===== config.mk =====
export PLATFORM = sky130hd
export DESIGN_NAME = differential_wheel_speed_pid_unit_flat
export DESIGN_NICKNAME = d
export VERILOG_FILES = /design/src/hw/rtl/dwsp_pkg.sv /design/src/hw/rtl/dwsp_tick_if.sv /design/src/hw/rtl/dwsp_motor_if.sv /design/src/hw/rtl/dwsp_front.sv /design/src/hw/rtl/dwsp_lane.sv /design/src/hw/rtl/dwsp_merge.sv /design/src/hw/rtl/differential_wheel_speed_pid_unit.sv /design/src/flat_wrapper.sv
export SDC_FILE = /design/constraint.sdc
export NUM_CORES = 2
export LEC_CHECK = 0
export BUFFER_PORTS_ARGS = -buffer_cell sky130_fd_sc_hd__buf_4
export CORE_MARGIN = 5
export CORE_UTILIZATION = 60
export CTS_CLUSTER_SIZE = 16
export DETAILED_ROUTE_END_ITERATION = 8
export PLACE_DENSITY = 0.9
export SYNTH_ARGS = -nofsm -noshare
export SYNTH_HDL_FRONTEND = slang
export SYNTH_SLANG_ARGS = --single-unit

===== constraint.sdc =====
create_clock -name clk -period 8.8 [get_ports clk]
set_clock_uncertainty 0.2 [all_clocks]
set_input_delay 0.88 -clock clk [delete_from_list [all_inputs] [get_ports clk]]
set_output_delay 0.88 -clock clk [all_outputs]
set_load 0.005 [all_outputs]

===== src/hw/rtl/dwsp_pkg.sv =====
// shared constants, types and register codes of the differential wheel speed pid unit
package dwsp_pkg;

  localparam int GAIN_FRAC_BITS = 8;
  localparam int SPEED_WIDTH    = 12;

  localparam int STEER_W = 12;
  localparam int DIST_W  = 9;
  localparam int HEAD_W  = 9;
  localparam int TICK_W  = 16;
  localparam int GAIN_W  = 12;
  localparam int CEIL_W  = 10;
  localparam int DUTY_W  = 11;
  localparam int PWM_W   = 10;
  localparam int CFG_W   = 12;
  localparam int IDX_W   = 3;
  localparam int SPD_W   = 8;

  // error path widths
  localparam int ERR_W  = 14;
  localparam int TGT_W  = 14;
  localparam int RAW_W  = ((TGT_W > SPEED_WIDTH) ? TGT_W : SPEED_WIDTH) + 1;
  localparam int DD_W   = ERR_W + 3;
  localparam int TERM_W = DD_W + GAIN_W - GAIN_FRAC_BITS + 1;
  localparam int SUM_W  = TERM_W + 2;

  // divide by three through a reciprocal, exact for magnitudes below 2**DIV3_SHIFT
  localparam int DIV3_SHIFT = 17;
  localparam int DIV3_W     = 16;
  localparam int DIV3_MUL   = ((2 ** DIV3_SHIFT) + 2) / 3;
  localparam int Q3_W       = STEER_W + DIV3_W - DIV3_SHIFT;

  localparam int BASE_SPEED     = 110;
  localparam int SLOW_SPEED     = 70;
  localparam int SLOWER_SPEED   = 50;
  localparam int SLOW_MEAN      = 160;
  localparam int SLOWER_MEAN    = 180;
  localparam int MID_SPEED      = 150;
  localparam int HIGH_SPEED     = 230;
  localparam int HEAD_LIMIT     = 90;
  localparam int MID_DIST_LO    = 60;
  localparam int MID_DIST_HI    = 100;
  localparam int RECOVER_TICKS  = 100;

  localparam int STEER_CENTER_RST = 1530;
  localparam int GAIN_PROP_RST    = 1536;
  localparam int GAIN_INTEG_RST   = 154;
  localparam int GAIN_DERIV_RST   = 154;
  localparam int DUTY_CEILING_RST = 950;
  localparam int DUTY_FLOOR_RST   = -300;

  typedef enum logic [IDX_W-1:0] {
    REG_STEER_CENTER = 3'd0,
    REG_GAIN_PROP    = 3'd1,
    REG_GAIN_INTEG   = 3'd2,
    REG_GAIN_DERIV   = 3'd3,
    REG_DUTY_CEILING = 3'd4,
    REG_DUTY_FLOOR   = 3'd5
  } reg_idx_t;

  typedef struct packed {
    logic [STEER_W-1:0]       steer_center;
    logic [GAIN_W-1:0]        gain_prop;
    logic [GAIN_W-1:0]        gain_integ;
    logic [GAIN_W-1:0]        gain_deriv;
    logic [CEIL_W-1:0]        duty_ceiling;
    logic signed [DUTY_W-1:0] duty_floor;
  } cfg_t;

  // stage load strobes, one per pipeline stage
  typedef struct packed {
    logic ld1;
    logic ld2;
    logic ld3;
    logic ld4;
    logic ld5;
  } pipe_ld_t;

  typedef struct packed {
    logic signed [TGT_W-1:0]       target;
    logic signed [SPEED_WIDTH-1:0] meas;
  } wheel_t;

endpackage


===== src/hw/rtl/dwsp_tick_if.sv =====
// input channel carrying one control tick word
interface dwsp_tick_if import dwsp_pkg::*; ();
  logic                          valid;
  logic                          ready;
  logic signed [SPEED_WIDTH-1:0] left_wheel_speed;
  logic signed [SPEED_WIDTH-1:0] right_wheel_speed;
  logic [STEER_W-1:0]            steer_pulse;
  logic [DIST_W-1:0]             target_distance;
  logic signed [HEAD_W-1:0]      heading_error;
  logic                          mid_boost_enable;
  logic                          high_boost_enable;
  logic                          obstacle_seen;
  logic                          stop_request;
  logic                          recover_ready;
  logic [TICK_W-1:0]             system_ticks;

  modport source (
    output valid, left_wheel_speed, right_wheel_speed, steer_pulse, target_distance,
           heading_error, mid_boost_enable, high_boost_enable, obstacle_seen,
           stop_request, recover_ready, system_ticks,
    input  ready
  );

  modport sink (
    input  valid, left_wheel_speed, right_wheel_speed, steer_pulse, target_distance,
           heading_error, mid_boost_enable, high_boost_enable, obstacle_seen,
           stop_request, recover_ready, system_ticks,
    output ready
  );
endinterface


===== src/hw/rtl/dwsp_motor_if.sv =====
// output channel carrying one motor drive word
interface dwsp_motor_if import dwsp_pkg::*; ();
  logic                     valid;
  logic                     ready;
  logic signed [DUTY_W-1:0] left_duty;
  logic signed [DUTY_W-1:0] right_duty;
  logic [PWM_W-1:0]         left_forward_pwm;
  logic [PWM_W-1:0]         left_reverse_pwm;
  logic [PWM_W-1:0]         right_forward_pwm;
  logic [PWM_W-1:0]         right_reverse_pwm;
  logic                     stopped;

  modport source (
    output valid, left_duty, right_duty, left_forward_pwm, left_reverse_pwm,
           right_forward_pwm, right_reverse_pwm, stopped,
    input  ready
  );

  modport sink (
    input  valid, left_duty, right_duty, left_forward_pwm, left_reverse_pwm,
           right_forward_pwm, right_reverse_pwm, stopped,
    output ready
  );
endinterface


===== src/hw/rtl/dwsp_front.sv =====
// speed choice, steering differential and per-wheel target speeds
module dwsp_front import dwsp_pkg::*; (
  input  logic                          clk,
  input  logic                          rst,
  input  pipe_ld_t                      ld,
  input  cfg_t                          cfg,
  input  logic signed [SPEED_WIDTH-1:0] left_wheel_speed,
  input  logic signed [SPEED_WIDTH-1:0] right_wheel_speed,
  input  logic [STEER_W-1:0]            steer_pulse,
  input  logic [DIST_W-1:0]             target_distance,
  input  logic signed [HEAD_W-1:0]      heading_error,
  input  logic                          mid_boost_enable,
  input  logic                          high_boost_enable,
  input  logic                          obstacle_seen,
  input  logic                          stop_request,
  input  logic                          recover_ready,
  input  logic [TICK_W-1:0]             system_ticks,
  output wheel_t                        left,
  output wheel_t                        right,
  output logic                          stop
);

  logic signed [STEER_W:0]             d;
  logic [STEER_W-1:0]                  mag;
  logic [STEER_W+DIV3_W-1:0]           p3;
  logic [STEER_W+DIV3_W:0]             p23;
  logic [HEAD_W-1:0]                   ahead;
  logic                                head_ok;
  logic                                mid_mode;
  logic                                high_mode;
  logic [SPD_W-1:0]                    speed_c;
  logic signed [SPEED_WIDTH:0]         sum;
  logic signed [SPEED_WIDTH:0]         sum_rnd;
  logic                                stop_c;

  logic signed [SPEED_WIDTH-1:0]       mean_speed;
  logic [SPD_W-1:0]                    speed1;
  logic [Q3_W-1:0]                     q3_1;
  logic [Q3_W:0]                       q23_1;
  logic                                neg1;
  logic                                boost1;
  logic                                obst1;
  logic                                stop1;
  logic signed [SPEED_WIDTH-1:0]       lsp1;
  logic signed [SPEED_WIDTH-1:0]       rsp1;

  logic [Q3_W:0]                       dmag;
  logic signed [TGT_W-1:0]             diff;
  logic signed [TGT_W-1:0]             speed_s;

  assign d   = $signed({1'b0, steer_pulse}) - $signed({1'b0, cfg.steer_center});
  assign mag = d[STEER_W] ? STEER_W'(-d) : d[STEER_W-1:0];
  assign p3  = mag * DIV3_W'(DIV3_MUL);
  assign p23 = {mag, 1'b0} * DIV3_W'(DIV3_MUL);

  assign ahead   = heading_error[HEAD_W-1] ? HEAD_W'(-heading_error) : heading_error;
  assign head_ok = ahead < HEAD_W'(HEAD_LIMIT);

  assign mid_mode  = mid_boost_enable && (target_distance > DIST_W'(MID_DIST_LO)) &&
                     (target_distance <= DIST_W'(MID_DIST_HI)) && head_ok;
  assign high_mode = !mid_mode && high_boost_enable &&
                     (target_distance > DIST_W'(MID_DIST_HI)) && head_ok;

  always_comb begin
    speed_c = SPD_W'(BASE_SPEED);
    if (int'(mean_speed) > SLOW_MEAN) speed_c = SPD_W'(SLOW_SPEED);
    if (int'(mean_speed) > SLOWER_MEAN) speed_c = SPD_W'(SLOWER_SPEED);
    if (mid_mode) speed_c = SPD_W'(MID_SPEED);
    else if (high_mode) speed_c = SPD_W'(HIGH_SPEED);
  end

  // mean of both wheels, truncated toward zero
  assign sum     = (SPEED_WIDTH+1)'(left_wheel_speed) + (SPEED_WIDTH+1)'(right_wheel_speed);
  assign sum_rnd = sum + $signed({{SPEED_WIDTH{1'b0}}, sum[SPEED_WIDTH]});

  assign stop_c = stop_request && !(recover_ready && (system_ticks < TICK_W'(RECOVER_TICKS)));

  always_ff @(posedge clk) begin
    if (rst) begin
      mean_speed <= '0;
    end else if (ld.ld1) begin
      mean_speed <= sum_rnd[SPEED_WIDTH:1];
    end
  end

  always_ff @(posedge clk) begin
    if (ld.ld1) begin
      speed1 <= speed_c;
      q3_1   <= p3[DIV3_SHIFT +: Q3_W];
      q23_1  <= p23[DIV3_SHIFT +: Q3_W+1];
      neg1   <= d[STEER_W];
      boost1 <= mid_mode || high_mode;
      obst1  <= obstacle_seen;
      stop1  <= stop_c;
      lsp1   <= left_wheel_speed;
      rsp1   <= right_wheel_speed;
    end
  end

  // obstacle takes d/3, boost modes d/6, otherwise 2d/3
  always_comb begin
    if (obst1) dmag = {1'b0, q3_1};
    else if (boost1) dmag = {2'b00, q3_1[Q3_W-1:1]};
    else dmag = q23_1;
  end

  assign diff    = neg1 ? -$signed(TGT_W'(dmag)) : $signed(TGT_W'(dmag));
  assign speed_s = $signed(TGT_W'(speed1));

  always_ff @(posedge clk) begin
    if (ld.ld2) begin
      left.target  <= stop1 ? '0 : speed_s - diff;
      right.target <= stop1 ? '0 : speed_s + diff;
      left.meas    <= lsp1;
      right.meas   <= rsp1;
      stop         <= stop1;
    end
  end

endmodule


===== src/hw/rtl/dwsp_lane.sv =====
// one wheel's incremental pid: error history, gain products and clamped duty accumulator
module dwsp_lane import dwsp_pkg::*; (
  input  logic                     clk,
  input  logic                     rst,
  input  pipe_ld_t                 ld,
  input  cfg_t                     cfg,
  input  wheel_t                   wheel,
  output logic signed [DUTY_W-1:0] duty_next
);

  localparam logic signed [ERR_W-1:0] ERR_MAX = {1'b0, {(ERR_W-1){1'b1}}};
  localparam logic signed [ERR_W-1:0] ERR_MIN = {1'b1, {(ERR_W-1){1'b0}}};

  // product shifted down with truncation toward zero
  function automatic logic signed [TERM_W-1:0] tz(input logic signed [DD_W-1:0] x,
                                                  input logic [GAIN_W-1:0] g);
    logic [DD_W-1:0]        m;
    logic [DD_W+GAIN_W-1:0] p;
    logic signed [TERM_W-1:0] q;
    m = x[DD_W-1] ? DD_W'(-x) : x;
    p = m * g;
    q = $signed(TERM_W'(p >> GAIN_FRAC_BITS));
    return x[DD_W-1] ? -q : q;
  endfunction

  logic signed [RAW_W-1:0]  raw;
  logic signed [ERR_W-1:0]  e0c;
  logic signed [DD_W-1:0]   dp_c;
  logic signed [DD_W-1:0]   dd_c;
  logic signed [ERR_W-1:0]  e1;
  logic signed [ERR_W-1:0]  e2;
  logic signed [ERR_W-1:0]  e0_r;
  logic signed [DD_W-1:0]   dp_r;
  logic signed [DD_W-1:0]   dd_r;
  logic signed [TERM_W-1:0] tp;
  logic signed [TERM_W-1:0] ti;
  logic signed [TERM_W-1:0] td;
  logic signed [DUTY_W-1:0] acc;
  logic signed [SUM_W-1:0]  sum;
  logic signed [SUM_W-1:0]  capped;
  logic signed [SUM_W-1:0]  ceil_s;
  logic signed [SUM_W-1:0]  floor_s;

  assign raw = RAW_W'(wheel.target) - RAW_W'(wheel.meas);

  always_comb begin
    if (raw > RAW_W'(ERR_MAX)) e0c = ERR_MAX;
    else if (raw < RAW_W'(ERR_MIN)) e0c = ERR_MIN;
    else e0c = raw[ERR_W-1:0];
  end

  assign dp_c = DD_W'(e0c) - DD_W'(e1);
  assign dd_c = DD_W'(e0c) - (DD_W'(e1) <<< 1) + DD_W'(e2);

  always_ff @(posedge clk) begin
    if (rst) begin
      e1 <= '0;
      e2 <= '0;
    end else if (ld.ld3) begin
      e1 <= e0c;
      e2 <= e1;
    end
  end

  always_ff @(posedge clk) begin
    if (ld.ld3) begin
      e0_r <= e0c;
      dp_r <= dp_c;
      dd_r <= dd_c;
    end
    if (ld.ld4) begin
      tp <= tz(dp_r, cfg.gain_prop);
      ti <= tz(DD_W'(e0_r), cfg.gain_integ);
      td <= tz(dd_r, cfg.gain_deriv);
    end
  end

  assign sum     = SUM_W'(acc) + SUM_W'(tp) + SUM_W'(ti) + SUM_W'(td);
  assign ceil_s  = $signed({{(SUM_W-CEIL_W){1'b0}}, cfg.duty_ceiling});
  assign floor_s = SUM_W'(cfg.duty_floor);

  // ceiling first, then the floor wins
  always_comb begin
    capped = (sum > ceil_s) ? ceil_s : sum;
    if (capped <= floor_s) capped = floor_s;
  end

  assign duty_next = capped[DUTY_W-1:0];

  always_ff @(posedge clk) begin
    if (rst) begin
      acc <= '0;
    end else if (ld.ld5) begin
      acc <= duty_next;
    end
  end

endmodule


===== src/hw/rtl/dwsp_merge.sv =====
// joins both lanes into the output word and splits duty into forward and reverse pwm
module dwsp_merge import dwsp_pkg::*; (
  input  logic                     clk,
  input  pipe_ld_t                 ld,
  input  logic                     stop,
  input  logic signed [DUTY_W-1:0] left_next,
  input  logic signed [DUTY_W-1:0] right_next,
  output logic signed [DUTY_W-1:0] left_duty,
  output logic signed [DUTY_W-1:0] right_duty,
  output logic [PWM_W-1:0]         left_forward_pwm,
  output logic [PWM_W-1:0]         left_reverse_pwm,
  output logic [PWM_W-1:0]         right_forward_pwm,
  output logic [PWM_W-1:0]         right_reverse_pwm,
  output logic                     stopped
);

  function automatic logic [PWM_W-1:0] fwd_of(input logic signed [DUTY_W-1:0] d);
    return d[DUTY_W-1] ? '0 : d[PWM_W-1:0];
  endfunction

  // negated duty, pinned at full scale when it does not fit
  function automatic logic [PWM_W-1:0] rev_of(input logic signed [DUTY_W-1:0] d);
    logic signed [DUTY_W:0] n;
    n = -((DUTY_W+1)'(d));
    if (!d[DUTY_W-1]) return '0;
    return (n[DUTY_W:PWM_W] != '0) ? '1 : n[PWM_W-1:0];
  endfunction

  logic stop3;
  logic stop4;

  always_ff @(posedge clk) begin
    if (ld.ld3) stop3 <= stop;
    if (ld.ld4) stop4 <= stop3;
    if (ld.ld5) begin
      left_duty         <= left_next;
      right_duty        <= right_next;
      left_forward_pwm  <= fwd_of(left_next);
      left_reverse_pwm  <= rev_of(left_next);
      right_forward_pwm <= fwd_of(right_next);
      right_reverse_pwm <= rev_of(right_next);
      stopped           <= stop4;
    end
  end

endmodule


===== src/hw/rtl/differential_wheel_speed_pid_unit.sv =====
// Differential drive wheel speed controller: two incremental pid lanes, one per wheel.
// A tick word passes five pipeline stages (speed and differential choice, wheel targets,
// error history, gain products, duty accumulate and output register) before its drive word
// is valid; a new tick word is taken every cycle unless motor.ready stalls the output,
// and each stage holds its word only while the stage after it is full and cannot move on.
// The left and right lanes run side by side, each with three 12x17 gain multipliers, and
// the last stage merges their clamped duties into one drive word. Controller state is
// cleared at reset, no warm-up pass is needed. The user writes configuration registers
// through cfg_we/cfg_idx/cfg_wdata only while idle; the block does not enforce this.
module differential_wheel_speed_pid_unit import dwsp_pkg::*; (
  input  logic               clk,
  input  logic               rst,
  input  logic               cfg_we,
  input  logic [IDX_W-1:0]   cfg_idx,
  input  logic [CFG_W-1:0]   cfg_wdata,
  dwsp_tick_if.sink          tick,
  dwsp_motor_if.source       motor
);

  cfg_t     cfg;
  pipe_ld_t ld;
  logic     v1, v2, v3, v4, v5;
  logic     can1, can2, can3, can4, can5;
  wheel_t   left_w;
  wheel_t   right_w;
  logic     stop2;
  logic signed [DUTY_W-1:0] left_next;
  logic signed [DUTY_W-1:0] right_next;

  always_ff @(posedge clk) begin
    if (rst) begin
      cfg.steer_center <= STEER_W'(STEER_CENTER_RST);
      cfg.gain_prop    <= GAIN_W'(GAIN_PROP_RST);
      cfg.gain_integ   <= GAIN_W'(GAIN_INTEG_RST);
      cfg.gain_deriv   <= GAIN_W'(GAIN_DERIV_RST);
      cfg.duty_ceiling <= CEIL_W'(DUTY_CEILING_RST);
      cfg.duty_floor   <= DUTY_W'(DUTY_FLOOR_RST);
    end else if (cfg_we) begin
      unique case (reg_idx_t'(cfg_idx))
        REG_STEER_CENTER: cfg.steer_center <= cfg_wdata[STEER_W-1:0];
        REG_GAIN_PROP:    cfg.gain_prop    <= cfg_wdata[GAIN_W-1:0];
        REG_GAIN_INTEG:   cfg.gain_integ   <= cfg_wdata[GAIN_W-1:0];
        REG_GAIN_DERIV:   cfg.gain_deriv   <= cfg_wdata[GAIN_W-1:0];
        REG_DUTY_CEILING: cfg.duty_ceiling <= cfg_wdata[CEIL_W-1:0];
        REG_DUTY_FLOOR:   cfg.duty_floor   <= $signed(cfg_wdata[DUTY_W-1:0]);
        default: ;
      endcase
    end
  end

  // a stage can load when empty or when its word moves on this cycle
  assign can5 = !v5 || motor.ready;
  assign can4 = !v4 || can5;
  assign can3 = !v3 || can4;
  assign can2 = !v2 || can3;
  assign can1 = !v1 || can2;

  assign tick.ready = can1;
  assign ld.ld1 = tick.valid && can1;
  assign ld.ld2 = v1 && can2;
  assign ld.ld3 = v2 && can3;
  assign ld.ld4 = v3 && can4;
  assign ld.ld5 = v4 && can5;

  always_ff @(posedge clk) begin
    if (rst) begin
      v1 <= 1'b0;
      v2 <= 1'b0;
      v3 <= 1'b0;
      v4 <= 1'b0;
      v5 <= 1'b0;
    end else begin
      if (can1) v1 <= ld.ld1;
      if (can2) v2 <= ld.ld2;
      if (can3) v3 <= ld.ld3;
      if (can4) v4 <= ld.ld4;
      if (can5) v5 <= ld.ld5;
    end
  end

  assign motor.valid = v5;

  dwsp_front u_front (
    .clk               (clk),
    .rst               (rst),
    .ld                (ld),
    .cfg               (cfg),
    .left_wheel_speed  (tick.left_wheel_speed),
    .right_wheel_speed (tick.right_wheel_speed),
    .steer_pulse       (tick.steer_pulse),
    .target_distance   (tick.target_distance),
    .heading_error     (tick.heading_error),
    .mid_boost_enable  (tick.mid_boost_enable),
    .high_boost_enable (tick.high_boost_enable),
    .obstacle_seen     (tick.obstacle_seen),
    .stop_request      (tick.stop_request),
    .recover_ready     (tick.recover_ready),
    .system_ticks      (tick.system_ticks),
    .left              (left_w),
    .right             (right_w),
    .stop              (stop2)
  );

  dwsp_lane u_lane_left (
    .clk       (clk),
    .rst       (rst),
    .ld        (ld),
    .cfg       (cfg),
    .wheel     (left_w),
    .duty_next (left_next)
  );

  dwsp_lane u_lane_right (
    .clk       (clk),
    .rst       (rst),
    .ld        (ld),
    .cfg       (cfg),
    .wheel     (right_w),
    .duty_next (right_next)
  );

  dwsp_merge u_merge (
    .clk               (clk),
    .ld                (ld),
    .stop              (stop2),
    .left_next         (left_next),
    .right_next        (right_next),
    .left_duty         (motor.left_duty),
    .right_duty        (motor.right_duty),
    .left_forward_pwm  (motor.left_forward_pwm),
    .left_reverse_pwm  (motor.left_reverse_pwm),
    .right_forward_pwm (motor.right_forward_pwm),
    .right_reverse_pwm (motor.right_reverse_pwm),
    .stopped           (motor.stopped)
  );

endmodule

===== src/flat_wrapper.sv =====
// flat-port wrapper written by rule: the top's interface ports become plain ports
module differential_wheel_speed_pid_unit_flat import dwsp_pkg::*;
  (clk, rst, cfg_we, cfg_idx, cfg_wdata, tick_valid, tick_left_wheel_speed, tick_right_wheel_speed, tick_steer_pulse, tick_target_distance, tick_heading_error, tick_mid_boost_enable, tick_high_boost_enable, tick_obstacle_seen, tick_stop_request, tick_recover_ready, tick_system_ticks, tick_ready, motor_valid, motor_left_duty, motor_right_duty, motor_left_forward_pwm, motor_left_reverse_pwm, motor_right_forward_pwm, motor_right_reverse_pwm, motor_stopped, motor_ready);
  dwsp_tick_if tick_i ();
  dwsp_motor_if motor_i ();
  input  logic clk;
  input  logic rst;
  input  logic cfg_we;
  input  logic [IDX_W-1:0] cfg_idx;
  input  logic [CFG_W-1:0] cfg_wdata;
  input wire logic [$bits(tick_i.valid)-1:0] tick_valid;
  input wire logic [$bits(tick_i.left_wheel_speed)-1:0] tick_left_wheel_speed;
  input wire logic [$bits(tick_i.right_wheel_speed)-1:0] tick_right_wheel_speed;
  input wire logic [$bits(tick_i.steer_pulse)-1:0] tick_steer_pulse;
  input wire logic [$bits(tick_i.target_distance)-1:0] tick_target_distance;
  input wire logic [$bits(tick_i.heading_error)-1:0] tick_heading_error;
  input wire logic [$bits(tick_i.mid_boost_enable)-1:0] tick_mid_boost_enable;
  input wire logic [$bits(tick_i.high_boost_enable)-1:0] tick_high_boost_enable;
  input wire logic [$bits(tick_i.obstacle_seen)-1:0] tick_obstacle_seen;
  input wire logic [$bits(tick_i.stop_request)-1:0] tick_stop_request;
  input wire logic [$bits(tick_i.recover_ready)-1:0] tick_recover_ready;
  input wire logic [$bits(tick_i.system_ticks)-1:0] tick_system_ticks;
  output wire logic [$bits(tick_i.ready)-1:0] tick_ready;
  output wire logic [$bits(motor_i.valid)-1:0] motor_valid;
  output wire logic [$bits(motor_i.left_duty)-1:0] motor_left_duty;
  output wire logic [$bits(motor_i.right_duty)-1:0] motor_right_duty;
  output wire logic [$bits(motor_i.left_forward_pwm)-1:0] motor_left_forward_pwm;
  output wire logic [$bits(motor_i.left_reverse_pwm)-1:0] motor_left_reverse_pwm;
  output wire logic [$bits(motor_i.right_forward_pwm)-1:0] motor_right_forward_pwm;
  output wire logic [$bits(motor_i.right_reverse_pwm)-1:0] motor_right_reverse_pwm;
  output wire logic [$bits(motor_i.stopped)-1:0] motor_stopped;
  input wire logic [$bits(motor_i.ready)-1:0] motor_ready;
  assign tick_i.valid = tick_valid;
  assign tick_i.left_wheel_speed = tick_left_wheel_speed;
  assign tick_i.right_wheel_speed = tick_right_wheel_speed;
  assign tick_i.steer_pulse = tick_steer_pulse;
  assign tick_i.target_distance = tick_target_distance;
  assign tick_i.heading_error = tick_heading_error;
  assign tick_i.mid_boost_enable = tick_mid_boost_enable;
  assign tick_i.high_boost_enable = tick_high_boost_enable;
  assign tick_i.obstacle_seen = tick_obstacle_seen;
  assign tick_i.stop_request = tick_stop_request;
  assign tick_i.recover_ready = tick_recover_ready;
  assign tick_i.system_ticks = tick_system_ticks;
  assign tick_ready = tick_i.ready;
  assign motor_valid = motor_i.valid;
  assign motor_left_duty = motor_i.left_duty;
  assign motor_right_duty = motor_i.right_duty;
  assign motor_left_forward_pwm = motor_i.left_forward_pwm;
  assign motor_left_reverse_pwm = motor_i.left_reverse_pwm;
  assign motor_right_forward_pwm = motor_i.right_forward_pwm;
  assign motor_right_reverse_pwm = motor_i.right_reverse_pwm;
  assign motor_stopped = motor_i.stopped;
  assign motor_i.ready = motor_ready;
  differential_wheel_speed_pid_unit u_core (.clk(clk), .rst(rst), .cfg_we(cfg_we), .cfg_idx(cfg_idx), .cfg_wdata(cfg_wdata), .tick(tick_i), .motor(motor_i));
endmodule

After elaboration in Yosys (flattened, before gate mapping)
Index checks and enable logic that the tools add are counted.
Widths: inputs -> output; s select.
Cells by class
  equal/unequal tests: 5
  multiplexer cells: 38
  reductions and logical operators: 37
  order comparisons: 15
  $mul: 8
  $add $sub $neg: 36
Operators by type and width (number)
  $mul 17x12->29: 6
  $neg 21->22: 6
  $mux 21: 6
  $mux 17: 6
  $mux 14: 5
  $neg 17->17: 4
  $mux 10: 6
  $mul 12x16->28 const B: 2
  $add 23x22->24: 2
  $add 24x22->24: 2
  $gt 24x11->1: 2
  $le 24x11->1: 2
  $mux 24: 2
  $add 11x22->23: 2
  $mux 12: 3
  $add 16x14->17: 2
  $neg 14->17: 2
  $sub 14x15->16: 2
  $gt 15x14->1 const B: 2
  $lt 15x14->1 const B: 2
  $sub 14x12->15: 2
  $sub 14x14->15: 2
  $gt 12x9->1 const B: 2
  $neg 11->12: 2
  29 further kinds: 65
Storage, ports and cells
  bits in registers: 569
  logic and storage cells: 200
  output and inout port bits: 65

Logic depth before layout (Yosys ltp)
  word-level depth: 11
  mapped depth: 42

By module
Synthesis repeated with hierarchy kept, for this count alone.
Unflattened totals
  cells, all modules: 8585
  area total of the unflattened synthesis: 78740.5 µm²
Modules (own cells, without submodules)
  dwsp_lane (u_core.u_lane_left): instances 1, area an instance 31879.3 µm², seq. area each 4144.0 µm², cells each 3612
  dwsp_lane (u_core.u_lane_right): instances 1, area an instance 31368.8 µm², seq. area each 4144.0 µm², cells each 3538
  dwsp_front: instances 1, area an instance 9890.7 µm², seq. area each 3183.1 µm², cells each 977
  differential_wheel_speed_pid_unit: instances 1, area an instance 2960.3 µm², seq. area each 1481.4 µm², cells each 286
  dwsp_merge: instances 1, area an instance 2641.3 µm², seq. area each 1951.9 µm², cells each 172

Worst setup path before layout
No wires, ideal clock.
  path kind: input-to-reg
  start: input port tick_steer_pulse[0]
  end: register u_core.u_front.q3_1[10], data pin
  arrival time: 8371 ps
  stages on the path: 36
  slack: -29 ps
  library setup time: 258 ps
  cells stage by stage: inv_1 ha_1 inv_1 fa_1 a21o_1 a21oi_1 o21ai_0 a21o_1 xor2_1 nor3_1 o21ai_0 nor2_1 nand2_1 o31ai_1 xnor2_1 xnor2_1 ha_1 fa_1 inv_1 fa_1 fa_1 inv_1 fa_1 ha_1 a21o_1 a21o_1 a21o_1 a211o_1 and3_1 a211oi_1 o21ai_0 a21o_1 o211a_1 o21ai_0 nand2b_1 xnor2_1
Between the ends
  word-level cells in the longest chain between the ends: 4
RTL lines
  start: declaration: RTL line flat_wrapper.sv:14  | input wire logic [$bits(tick_i.steer_pulse)-1:0] tick_steer_pulse;
  $sub 12x12->13 (*): RTL line dwsp_front.sv:51  | assign d = $signed({1'b0, steer_pulse}) - $signed({1'b0, cfg.steer_center});
  $neg 12->12: RTL line dwsp_front.sv:52  | assign mag = d[STEER_W] ? STEER_W'(-d) : d[STEER_W-1:0];
  $mux 12 (*): RTL line dwsp_front.sv:52
  $mul 12x16->28 (*): RTL line dwsp_front.sv:53  | assign p3 = mag * DIV3_W'(DIV3_MUL);
  end signal: assignment: RTL line dwsp_front.sv:89  | q3_1 <= p3[DIV3_SHIFT +: Q3_W];
  end: declaration: RTL line dwsp_front.sv:38  | logic [Q3_W-1:0] q3_1;
Every way passes the cells marked *; elsewhere a longest branch is shown, timed or not.
A chain may end at the register's enable or synchronous reset.

Worst setup path after layout
  start: register u_core.u_lane_right.dp_r[1]
  end: register u_core.u_lane_right.tp[20], data pin
Between the ends
  word-level cells in the longest chain between the ends: 5
RTL lines
  start: declaration: RTL line dwsp_lane.sv:33  | logic signed [DD_W-1:0] dp_r;
  start signal: assignment: RTL line dwsp_lane.sv:68  | dp_r <= dp_c;
  $neg 17->17: RTL line dwsp_lane.sv:20  | m = x[DD_W-1] ? DD_W'(-x) : x;
  $mux 17 (*): RTL line dwsp_lane.sv:20
  $mul 17x12->29 (*): RTL line dwsp_lane.sv:21  | p = m * g;
  $neg 21->22: RTL line dwsp_lane.sv:23  | return x[DD_W-1] ? -q : q;
  $mux 21 (*): RTL line dwsp_lane.sv:23
  end signal: assignment: RTL line dwsp_lane.sv:72  | tp <= tz(dp_r, cfg.gain_prop);
  end: declaration: RTL line dwsp_lane.sv:35  | logic signed [TERM_W-1:0] tp;
Marks and branches as above.

==> run_results.csv <==
group,metric,value,unit
run_status,outcome,"finished, final reports clean",
setup_path,startpoint_type,"register",
cts,insertion_delay,0.67,ns
cts,h-tree-depth,2,
logic_synthesis,synthCells,8589,
place,numPortBuffers,157,
cts,clockRootBuffer,"clkbuf_16",
layout,final_cell_mix,"1471 x inv_1, 1302 x nand2_1, 1065 x fa_1",
place,place.gp.congestion,0.986,
setup_path,required,8.98,ns
sta,relSlewSlack,9.77,%
die,rows,131,
die,die_area,136000,um^2
die,start_util,60.5,%
flow_run,max_cap_viol_count,0,
grt,grt_pass1_vias,64800,
die,num_io_pins,160,
logic_synthesis,async_flop_share,0,%
hold_path,hp-class,"input port to register",
cts,clk_pin_slew,0.08,ns
cts,cts.sinks,551,
hold_path,min-delay-start,"tick_obstacle_seen",
die,fp.coreArea,128000,um^2
logic_synthesis,yosysUniqueCellTypes,115,
place,dp.cells,10400,
grt,grt_pass1_wl,338000,um
setup_path,slowest_delay,0.54,ns
setup_path,path_class,"register to register",
cts,clockBufferDepth,3,
logic_synthesis,synth-seq-cells,551,
detailed_routing,via_per_inst,5.94,
die,die_y,369,um
sta,whs,0.199,ns
setup_path,cp_max_fo,10,
layout,drive_gt1_share,8.11,%
logic_synthesis,synth_warnings,0,
logic_synthesis,ys_seq_area_share,19.3,%
detailed_routing,wire_per_inst,20.2,um
die,die_w,369,um
setup_path,cp.arrival,8.70,ns
grt,gr-total-overflow,0,
detailed_routing,drc,0,
layout,fin_nets,10700,
setup_path,crit_path_top_delay_cell,"fa_1",
logic_synthesis,yosys-top-cells-area,"fa_1 28%, edfxtp_1 15%, ha_1 11%",
sta,final-hold-violation-count,0,
setup_path,endpoint_kind,"register",
setup_path,r2r_end,"u_core.u_lane_right.tp[20]",
cts,cts_tree,"yes",
hold_path,hold_end,"u_core.u_front.obst1",
sta,period_share,96.8,%
layout,utilization,65.9,%
grt,track_usage,31.1,%
logic_synthesis,synth.cell_area,77300,um^2
setup_path,setup.worst_path.start,"u_core.u_lane_right.dp_r[1]",
layout,final_cells,10600,
layout,area_growth,8.94,%
sta,tightest_slew,1.34,ns
logic_synthesis,avgSynthCellArea,9.00,um^2
setup_path,worstReg2RegStart,"u_core.u_lane_right.dp_r[1]",
sta,setup_viol,0,
layout,layout_commonest_cell,"inv_1",
cts,cts_made_buffers,59,
setup_path,regToRegSetupSlack,0.28,ns
detailed_routing,first_pass_iters,8,
hold_path,min_path_cells,1,
detailed_routing,vias,62800,
detailed_routing,final_antenna_net_count,0,
sta,max_freq,117,MHz
logic_synthesis,synth-edff-count,387,
sta,fin_crit,8.52,ns
logic_synthesis,synth_largest_area_cell,"fa_1",
detailed_routing,drt-initial-drc-count,6151,
setup_path,rr_worst_depth,32,
sta,slew_violations,0,
logic_synthesis,ys.flop_type,"edfxtp_1",
detailed_routing,drt_wl_total,214000,um
logic_synthesis,synth_top_area_share,27.6,%
place,post-dp-hpwl,170000,um
grt,antenna_found_initial,6,
grt,grt_max_degree,88,
[cells in the mapped netlist, types with 72 or more instances]
cell type,count
xor2_1,118
edfxtp_1,387
and2_1,330
fa_1,1066
inv_1,1475
a21o_1,73
dfxtp_1,164
nand3_1,72
nor3_1,100
clkbuf_1,320
nand2_1,1302
ha_1,708
nor2_1,417
a21oi_1,329
o21ai_0,283
xnor2_1,332
nor2b_1,75
[what timing repair did]
item,CTS,global route
setup buffers,0,19
endpoints found under the setup margin,1,68
pin swaps,0,27
gates resized for setup,1,95
gates cloned,0,5
hold buffers,0,0
[per-layer routing]
layer / global-route usage [%] / vias to the layer above / routed length (um)
li1: - / 28000 / -
met1: 37.3 / 30300 / 75600
met2: 50.9 / 3582 / 98000
met3: 7.76 / 878 / 24100
met4: 18.1 / 10 / 15800
met5: 0 / - / 74
[registers in the layout, summed over array words and instances, names as in the netlist, 14 cells and up]
name and count:
u_core.u_lane_left.dd_r 17, u_core.u_lane_right.dp_r 15, u_core.u_front.left 26, u_core.u_lane_right.tp 22, u_core.u_front.right 25, u_core.u_lane_left.tp 22, u_core.u_lane_right.e1 14, u_core.cfg 69
u_core.u_lane_right.ti 22, u_core.u_lane_right.td 22, u_core.u_lane_left.dp_r 15, u_core.u_lane_left.e2 14, u_core.u_lane_left.ti 22, u_core.u_lane_left.td 22, u_core.u_lane_left.e0_r 14, u_core.u_lane_right.e2 14
u_core.u_lane_right.e0_r 14, u_core.u_lane_right.dd_r 17, u_core.u_lane_left.e1 14
[cells by family after synthesis]
logic type	Yosys count	synth area share, %
fa+ha+maj	1791	39.3
simple gates	2699	16.4
other cells	2	0.00972
compound gates	1206	10.1
flops	551	19.3
mux	51	0.719
xor+xnor	452	5.14
buf+inv	1837	8.98
[cell type report]
type,instances,area [um^2]
timing repair buffer,434,3300
clock inverter,40,398
fill,9159,43600
sequential,551,14900
clock buffer,70,1580
multi-input combinational,6320,56400
inverter,1480,5560
tap,1662,2080
antenna,3,7.51
[critical path, delay by kind of cell (launching register included)]
family	cells	cell delay, ns
fa+ha+maj	6	2.46
buf+inv	5	0.52
mux	2	0.42
simple gates	11	2.57
flops	1	0.44
compound gates	6	1.28
xor+xnor	2	0.34
[how the worst max path moves through the flow]
stage                                                to  slack (ns)  depth (start not counted)
floorplan                       u_core.u_front.q3_1[10]        0.07                         36
global placement                u_core.u_front.q3_1[10]       -0.47                         37
detailed placement              u_core.u_front.q3_1[10]       -0.53                         37
CTS                 u_core.u_merge.right_reverse_pwm[4]        0.03                         38
global route        u_core.u_merge.right_reverse_pwm[9]       -0.10                         38
finish                       u_core.u_lane_right.tp[20]        0.28                         32
[through the flow]
step	setup WS, ns	TNS [ns]	cell area (um^2)
finish	0.283	0	84200
global route	-0.102	-0.817	84200
CTS	0.0307	0	83600
detailed placement	-0.527	-2.72	81600
global placement	-0.465	-2.12	81600
floorplan	0.0708	0	77700
Power is left out: the tool's default activity adds up to more than one toggle a clock period on the data nets, which glitch-free logic cannot reach.
